<file path="src/predictive_lap_timer_top_macros.svh">
// assertion helpers for the lap timer top level
`ifndef PREDICTIVE_LAP_TIMER_TOP_MACROS_SVH
`define PREDICTIVE_LAP_TIMER_TOP_MACROS_SVH

// condition must never hold outside reset
`define PLT_ASSERT_NEVER(label, cond) \
    label: assert property (@(posedge clk) disable iff (!rst_n) !(cond)) \
        else $error("plt: forbidden condition");

// antecedent in one cycle implies consequent in the next
`define PLT_ASSERT_NEXT(label, ante, cons) \
    label: assert property (@(posedge clk) disable iff (!rst_n) (ante) |=> (cons)) \
        else $error("plt: sequence broken");

`endif

</file>
<file path="src/plt_pkg.sv">
package plt_pkg;

    localparam int SAMPLE_DEPTH = 128;
    localparam int IDX_W        = $clog2(SAMPLE_DEPTH);
    localparam int ADDR_W       = IDX_W + 1;
    localparam int HALF_DEPTH   = SAMPLE_DEPTH / 2;
    localparam int K_W          = IDX_W - 1;

    localparam int DVD_W     = 64;
    localparam int DVS_W     = 32;
    localparam int DIV_CNT_W = $clog2(DVD_W);

    localparam logic [1:0] KIND_SAMPLE  = 2'd0;
    localparam logic [1:0] KIND_END     = 2'd1;
    localparam logic [1:0] KIND_PREDICT = 2'd2;

    localparam logic [7:0]  STEP_LIMIT = 8'd255;
    localparam logic [7:0]  ITEM_LIMIT = 8'd255;
    localparam logic [23:0] SUM_LIMIT  = 24'hFF_FFFF;
    localparam logic [31:0] TIME_CAP   = 32'hFFFF_FFFF;
    localparam logic [31:0] SPEED_CAP  = 32'h0000_FFFF;

    typedef struct packed {
        logic [1:0]  kind;
        logic [15:0] speed;
        logic [15:0] distance_step;
        logic [15:0] time_step;
    } item_t;

    typedef struct packed {
        logic [31:0] predicted_time;
        logic        match_found;
        logic        degenerate;
    } result_t;

    typedef enum logic [4:0] {
        ST_IDLE, ST_END, ST_S_CHK, ST_SQ_RD, ST_SQ_WR, ST_SQ_END, ST_S_RD,
        ST_S_DIV, ST_S_WAIT, ST_S_WR, ST_P_RD0, ST_P_RD1, ST_P_START,
        ST_P_SRD, ST_P_SCMP, ST_P_MISS, ST_P_EVAL, ST_P_DEGEN, ST_P_TMUL,
        ST_P_TDIV, ST_P_TWAIT, ST_P_TFIN, ST_P_SMUL, ST_P_SDIV, ST_P_SWAIT,
        ST_P_SFIN, ST_P_DIFF, ST_P_RMUL, ST_P_RDIV, ST_P_RWAIT, ST_P_OUT
    } ctrl_state_t;

    typedef enum logic [4:0] {
        OP_NONE, OP_LATCH, OP_END, OP_SQ_INIT, OP_SQ_RD, OP_SQ_WR, OP_SQ_END,
        OP_S_RD, OP_S_WR, OP_DIV, OP_P_RD0, OP_P_RD1, OP_P_START, OP_P_SRD,
        OP_P_SCMP, OP_P_MISS, OP_P_EVAL, OP_P_DEGEN, OP_P_TMUL, OP_P_TFIN,
        OP_P_SMUL, OP_P_SFIN, OP_P_DIFF, OP_P_RMUL, OP_P_OUT
    } dp_op_t;

    typedef struct packed {
        dp_op_t op;
    } cmd_t;

    typedef struct packed {
        logic new_bucket;
        logic bank_full;
        logic sq_last;
        logic found;
        logic at_last;
        logic skip;
        logic div_done;
    } status_t;

endpackage

</file>
<file path="src/plt_ctrl.sv">
module plt_ctrl
    import plt_pkg::*;
(
    input  logic       clk,
    input  logic       rst_n,
    input  logic       start,
    input  logic [1:0] kind,
    input  status_t    status,
    output cmd_t       cmd,
    output logic       busy
);

    ctrl_state_t state_reg, state_next;

    always_ff @(posedge clk or negedge rst_n)
    begin
        if (!rst_n)
            state_reg <= ST_IDLE;
        else
            state_reg <= state_next;
    end

    always_comb
    begin
        state_next = state_reg;
        cmd.op     = OP_NONE;
        unique case (state_reg)
            ST_IDLE:
                if (start)
                begin
                    cmd.op = OP_LATCH;
                    if (kind == KIND_SAMPLE)
                        state_next = ST_S_CHK;
                    else if (kind == KIND_END)
                        state_next = ST_END;
                    else if (kind == KIND_PREDICT)
                        state_next = ST_P_RD0;
                end
            ST_END:
            begin
                cmd.op     = OP_END;
                state_next = ST_IDLE;
            end
            ST_S_CHK:
            begin
                cmd.op     = OP_SQ_INIT;
                state_next = (status.new_bucket && status.bank_full) ? ST_SQ_RD : ST_S_RD;
            end
            ST_SQ_RD:
            begin
                cmd.op     = OP_SQ_RD;
                state_next = ST_SQ_WR;
            end
            ST_SQ_WR:
            begin
                cmd.op     = OP_SQ_WR;
                state_next = status.sq_last ? ST_SQ_END : ST_SQ_RD;
            end
            ST_SQ_END:
            begin
                cmd.op     = OP_SQ_END;
                state_next = ST_S_RD;
            end
            ST_S_RD:
            begin
                cmd.op     = OP_S_RD;
                state_next = ST_S_DIV;
            end
            ST_S_DIV:
            begin
                cmd.op     = OP_DIV;
                state_next = ST_S_WAIT;
            end
            ST_S_WAIT:
                if (status.div_done)
                    state_next = ST_S_WR;
            ST_S_WR:
            begin
                cmd.op     = OP_S_WR;
                state_next = ST_IDLE;
            end
            ST_P_RD0:
            begin
                cmd.op     = OP_P_RD0;
                state_next = ST_P_RD1;
            end
            ST_P_RD1:
            begin
                cmd.op     = OP_P_RD1;
                state_next = ST_P_START;
            end
            ST_P_START:
            begin
                cmd.op     = OP_P_START;
                state_next = ST_P_SRD;
            end
            ST_P_SRD:
            begin
                cmd.op     = OP_P_SRD;
                state_next = ST_P_SCMP;
            end
            ST_P_SCMP:
            begin
                cmd.op = OP_P_SCMP;
                priority if (status.found)
                    state_next = ST_P_EVAL;
                else if (status.at_last)
                    state_next = ST_P_MISS;
                else
                    state_next = ST_P_SRD;
            end
            ST_P_MISS:
            begin
                cmd.op     = OP_P_MISS;
                state_next = ST_IDLE;
            end
            ST_P_EVAL:
            begin
                cmd.op = OP_P_EVAL;
                priority if (status.skip)
                    state_next = ST_P_DEGEN;
                else if (status.at_last)
                    state_next = ST_P_DIFF;
                else
                    state_next = ST_P_TMUL;
            end
            ST_P_DEGEN:
            begin
                cmd.op     = OP_P_DEGEN;
                state_next = ST_IDLE;
            end
            ST_P_TMUL:
            begin
                cmd.op     = OP_P_TMUL;
                state_next = ST_P_TDIV;
            end
            ST_P_TDIV:
            begin
                cmd.op     = OP_DIV;
                state_next = ST_P_TWAIT;
            end
            ST_P_TWAIT:
                if (status.div_done)
                    state_next = ST_P_TFIN;
            ST_P_TFIN:
            begin
                cmd.op     = OP_P_TFIN;
                state_next = ST_P_SMUL;
            end
            ST_P_SMUL:
            begin
                cmd.op     = OP_P_SMUL;
                state_next = ST_P_SDIV;
            end
            ST_P_SDIV:
            begin
                cmd.op     = OP_DIV;
                state_next = ST_P_SWAIT;
            end
            ST_P_SWAIT:
                if (status.div_done)
                    state_next = ST_P_SFIN;
            ST_P_SFIN:
            begin
                cmd.op     = OP_P_SFIN;
                state_next = ST_P_DIFF;
            end
            ST_P_DIFF:
            begin
                cmd.op     = OP_P_DIFF;
                state_next = ST_P_RMUL;
            end
            ST_P_RMUL:
            begin
                cmd.op     = OP_P_RMUL;
                state_next = ST_P_RDIV;
            end
            ST_P_RDIV:
            begin
                cmd.op     = OP_DIV;
                state_next = ST_P_RWAIT;
            end
            ST_P_RWAIT:
                if (status.div_done)
                    state_next = ST_P_OUT;
            ST_P_OUT:
            begin
                cmd.op     = OP_P_OUT;
                state_next = ST_IDLE;
            end
            default:
                state_next = ST_IDLE;
        endcase
    end

    assign busy = state_reg != ST_IDLE;

endmodule

</file>
<file path="config.mk">
export PLATFORM = sky130hd
export DESIGN_NAME = plt_ctrl
export DESIGN_NICKNAME = d
export VERILOG_FILES = /design/src/predictive_lap_timer_top_macros.svh /design/src/plt_pkg.sv /design/src/plt_ctrl.sv
export SDC_FILE = /design/constraint.sdc
export NUM_CORES = 1
export LEC_CHECK = 0
export CORE_UTILIZATION = 38
export CTS_BUF_LIST = sky130_fd_sc_hd__clkbuf_4 sky130_fd_sc_hd__clkbuf_8
export DETAILED_ROUTE_END_ITERATION = 6
export DONT_BUFFER_PORTS = 1
export GPL_TIMING_DRIVEN = 0
export SETUP_SLACK_MARGIN = 0.15
export SLEW_MARGIN = 20
export SYNTH_ARGS = -nofsm -noshare
export SYNTH_HDL_FRONTEND = slang
export SYNTH_SLANG_ARGS = --single-unit
</file>
<file path="constraint.sdc">
create_clock -name clk -period 2.2 [get_ports clk]
set_clock_uncertainty 0.15 [all_clocks]
set_input_delay 0.33 -clock clk [delete_from_list [all_inputs] [get_ports clk]]
set_output_delay 0.33 -clock clk [all_outputs]
set_load 0.05 [all_outputs]
</file>
# [Word-level counts from Yosys, hierarchy flattened]
# Index checks and enable logic that the tools add are counted.
[totals] regBits=5 out_inout_bits=6 elab_cells=62
[op_classes] n_eq_ne=38 mux=17 reduce_logical=6
[ops] operator="one-hot mux 5 bit (26 select lines)" count=1
[ops] operator="one-hot mux 5 bit (24 select lines)" count=1
[ops] operator="equality test 5 bit, second input constant" count=15
[ops] operator="two-way mux 5 bit" count=9
[ops] operator="equality test 5 x 4 -> 1 bit, second input constant" count=8
[ops] operator="equality test 5 x 3 -> 1 bit, second input constant" count=4
[ops] operator="equality test 5 x 2 -> 1 bit, second input constant" count=2
[ops] operator="!= test 2 bit, second input constant" count=5
[ops] operator="two-way mux 4 bit" count=2
[ops] operator="two-way mux 3 bit" count=2
[ops] operator="AND reduction 6 bit" count=1
[ops] operator="equality test 5 x 1 -> 1 bit, second input constant" count=1
[ops] operator="logical NOT 5 bit" count=1
[ops] operator="nonzero test 5 bit" count=1
[ops] operator="!= test 4 bit, second input constant" count=1
[ops] operator="OR reduction 4 bit" count=1
[ops] operator="equality test 2 x 1 -> 1 bit, second input constant" count=1
[ops] operator="equality test 2 bit, second input constant" count=1
[ops] operator="logical NOT 2 bit" count=1
[ops] operator="two-way mux 2 bit" count=1
[ops] operator="logical AND 1 bit" count=1
[ops] operator="two-way mux 1 bit" count=1

# [Depth between registers and ports, before layout]
[logic_depth] depth_word=6 depth_mapped=6 ltp_nobuf=5

# [Worst setup path after synthesis]
# OpenSTA, ideal clock, no wires.
[synth_path] path_kind="register -> output" start="register state_reg[3]" end="output cmd[1] (netlist bit)" arrival_time_ns=2.042 setup_slack_ns=-0.322 stages_incl_launch_ff=4 n_path_buf=1 cell_sequence="dfrtp_1 -> buf_2 -> or2b_1 -> o31ai_1"
[synth_lines] item="start, declared" line_no="plt_ctrl.sv:13" rtl="ctrl_state_t state_reg, state_next;"
[synth_lines] item="start signal, assigned" line_no="plt_ctrl.sv:20" rtl="state_reg <= state_next;"
[synth_lines] item="end, declared" line_no="plt_ctrl.sv:9" rtl="output cmd_t cmd,"

==> flow_metrics.tcl <==
set metrics [dict create \
    ys.warnings.count 0 \
    grt_first_pass_wirelength_mm 3.77 \
    htree_levels 1 \
    rsz_0062_raised_after_global_routing "yes" \
    path_buf_inv 2 \
    ys.flop_type "dfrtp_1" \
    floorplan.die.height_um 45.4 \
    fp.dieW_um 45.4 \
    syn_nets 114 \
    hold_path.class "primary input to register" \
    floorplan.core_area_um2 1750 \
    synth-compound-area-share_pct 39.5 \
    post_synth_instance_area_um2 716 \
    routed-via-count 903 \
    synth_top_family_by_area "compound AO/OA/AOI/OAI gates" \
    crit_top_cell "o211ai_1" \
    maxSlewHeadroom_pct 30.3 \
    worst-path-max-fanout 5 \
    post-route-worst-setup-slack_ns -0.0941 \
    clockBufferDepth 2 \
    floorplan.die_area_um2 2060 \
    routedWlPerCell_um 16.9 \
    global_route.usage.total_pct 25.8 \
    failed_checks "negative setup slack" \
    power.leakage_nw 0.427 \
    nFillCells 157 \
    drive_above_1_share_pct 42.6 \
    cpPeakStageDelay_ns 0.49 \
    min_period_ns 2.29 \
    dp_worst_setup_slack_ns -0.0993 \
    max_slew.worst_pin.slew_ns 1.04 \
    number_of_antenna_violations_at_the_first_check_in_global_routing 0 \
    port_buffers 0 \
    max_cap_viol_count 0 \
    placedInstanceArea_um2 797 \
    power.density_nw_per_um2 1900 \
    clock_transition_at_the_registers_of_the_reported_paths_ns 0.04 \
    syn_avg_cell_area_um2 7.02 \
    route.detailed.drc 0 \
    grt_max_degree 11 \
    rrSetupSlack_ns 0.19 \
    flow.area_growth_from_synthesis_pct 52.4 \
    worst_path_dominant_cell_family "compound AO/OA/AOI/OAI gates" \
    synth.most_common_cell "nand2_1" \
    hold_viol 0 \
    post_synth_main_area_contributors "dfrtp_1 17%, o21ai_0 5.6%, nand2_1 5.2%" \
    synth_simple_gate_area_share_pct 31.6 \
    detail_route.iter0.violations 36 \
    clockRootBuffer "clkbuf_4" \
    gp_congestion 0.865 \
    overflow 0 \
    cts_inserted_buffers 3 \
    synthDominantAreaCellType "dfrtp_1" \
    synthesis.instances 102 \
    layout.cells.non_filler 147 \
    critPathLaunchType "register" \
    seq_area_frac_synth_pct 17.5 \
    dp_hpwl_mm 1.47 \
    clock-sinks 5 \
    worstSetupPathType "register to primary output" \
    post-synth-top-area-fraction_pct 17.5 \
    routed_wl_mm 2.48 \
    fin_crit_sh_pct 104 \
    critical-path-slowest-cell "o211ai_1" \
    cp.arrival_ns 1.81 \
    postSynth.asyncResetShare_pct 100 \
    post_synth_mux_area_share_pct 1.40 \
    fp-row-count 15 \
    via_count_of_the_first_global_routing_pass 829 \
    drt_pre_antenna_iters 4 \
    design_area_um2 1090 \
    placedCellCount 127 \
    yosys.area_share.adder_pct 0 \
    max-vdd-ir-drop_v 0.000923 \
    initial_utilization_pct 41.0 \
    postSynthRegisterBits 5 \
    worstSkewPairLatency_ns 0.24 \
    io-pin-count 18 \
    antenna_left 0 \
    post_synth_edffs 0 \
    run_status "finished, violations left" \
    cts_tree "yes" \
    insertedDiodeCount 0 \
    largest_reg_flops 5 \
    layout.nets 135 \
    synth_xor_xnor_area_share_pct 1.22 \
    maxClockFrequency_ghz 0.436 \
    critical_path.cell_chain "buf_8 -> clkinvlp_4 -> or3_1 -> nand2_1 -> o211ai_1 -> o211ai_1" \
    crit_required_ns 1.72 \
    worstSetupEndpointType "primary output" \
    final_setup_violation_count 2 \
    average_via_count_per_standard_cell 6.14 \
    finalMaxSlewViolations 0 \
    synthDistinctLibCells 42 \
    synthTopCellsByCount "10 x nand2_1, 9 x nor2_1, 8 x o21ai_0" \
]
-- area by class of cell --
| type | instances | area (um^2) | share of cell area, % |
|---|---|---|---|
| clock buffer | 4 | 30.0 | 2.75 |
| buffer | 10 | 123 | 11.2 |
| multi-input combinational | 83 | 636 | 58.3 |
| timing repair buffer | 16 | 126 | 11.6 |
| inverter | 4 | 18.8 | 1.72 |
| sequential | 5 | 126 | 11.6 |
| tap | 25 | 31.3 | 2.87 |
-- cells in the final DEF, fill, tap and decap left out, drive strengths merged, types with 2 or more instances in the layout --
cell / synthesis / layout
a211oi: 2 / 2
a21boi: 3 / 3
a21oi: 5 / 5
a31oi: 2 / 2
buf: 5 / 21
clkbuf: 5 / 8
dfrtp: 5 / 5
inv: 4 / 3
nand2: 10 / 10
nand2b: 4 / 4
nand3: 5 / 5
nor2: 9 / 9
nor2b: 2 / 2
nor3: 3 / 3
o211ai: 4 / 4
o21a: 2 / 2
o21ai: 8 / 8
o221ai: 3 / 3
o22ai: 3 / 3
or2: 2 / 2
-- power breakdown --
part / leakage (nW) / switching [mW] / internal [mW]
Combinational: 0.345 / 1.06 / 0.715
Sequential: 0.0633 / 0.0416 / 0.136
Clock: 0.0184 / 0.0365 / 0.0808
Total: 0.427 / 1.14 / 0.932
-- cells by family (layout without fill, tap and decap cells) --
kind of cell	Yosys count	after routing
compound gates	38	38
buf+inv	14	34
mux	1	1
xor+xnor	1	1
flops	5	5
simple gates	43	43
-- worst paths after layout --
path	start	endpoint	cells after the start
min in group asynchronous	rst_n	state_reg[2]$_DFFE_PN0P_	1
max in group asynchronous	rst_n	state_reg[1]$_DFFE_PN0P_	1
setup / recovery	state_reg[0]$_DFFE_PN0P_	cmd[2]	6
hold / removal	status[2]	state_reg[1]$_DFFE_PN0P_	2
hold reg to reg	state_reg[1]$_DFFE_PN0P_	state_reg[4]$_DFFE_PN0P_	3
setup reg to reg	state_reg[0]$_DFFE_PN0P_	state_reg[0]$_DFFE_PN0P_	7
-- worst register-to-register path: cells and delay by family, from the launching register on --
kind / cells / cell delay [ns]
AND/OR/NAND/NOR: 2 / 0.39
flip-flops: 1 / 0.40
buffers and inverters: 2 / 0.31
AO/OA/AOI/OAI: 3 / 0.65
-- per-stage QoR --
stage               setup TNS (ns)  power, mW  hold WS (ns)  utilization [%]
detailed placement          -0.250       1.44        -0.116             45.7
CTS                        -0.0319       1.90         0.166             59.1
global placement            -0.240       1.44        -0.115             45.7
finish                     -0.0944       2.07         0.165             62.5
global route                -0.212       2.19         0.171             62.5
floorplan                        0       1.26        -0.116                -
-- layer usage --
layer	track usage (%)	part of all wire, %	up-vias
li1	-	-	422
met1	34.4	39	417
met2	37.4	48	56
met3	6.75	8.9	8
met4	14.5	3.2	0
met5	0	0	-
-- repair_timing --
action,CTS,global route
endpoints found under the setup margin,5,8
resized for setup,23,15
hold buffers,1,0
setup buffers,13,2
endpoints found under the hold margin,5,0
pin swaps,6,6
(Power assumes the default switching activity.)
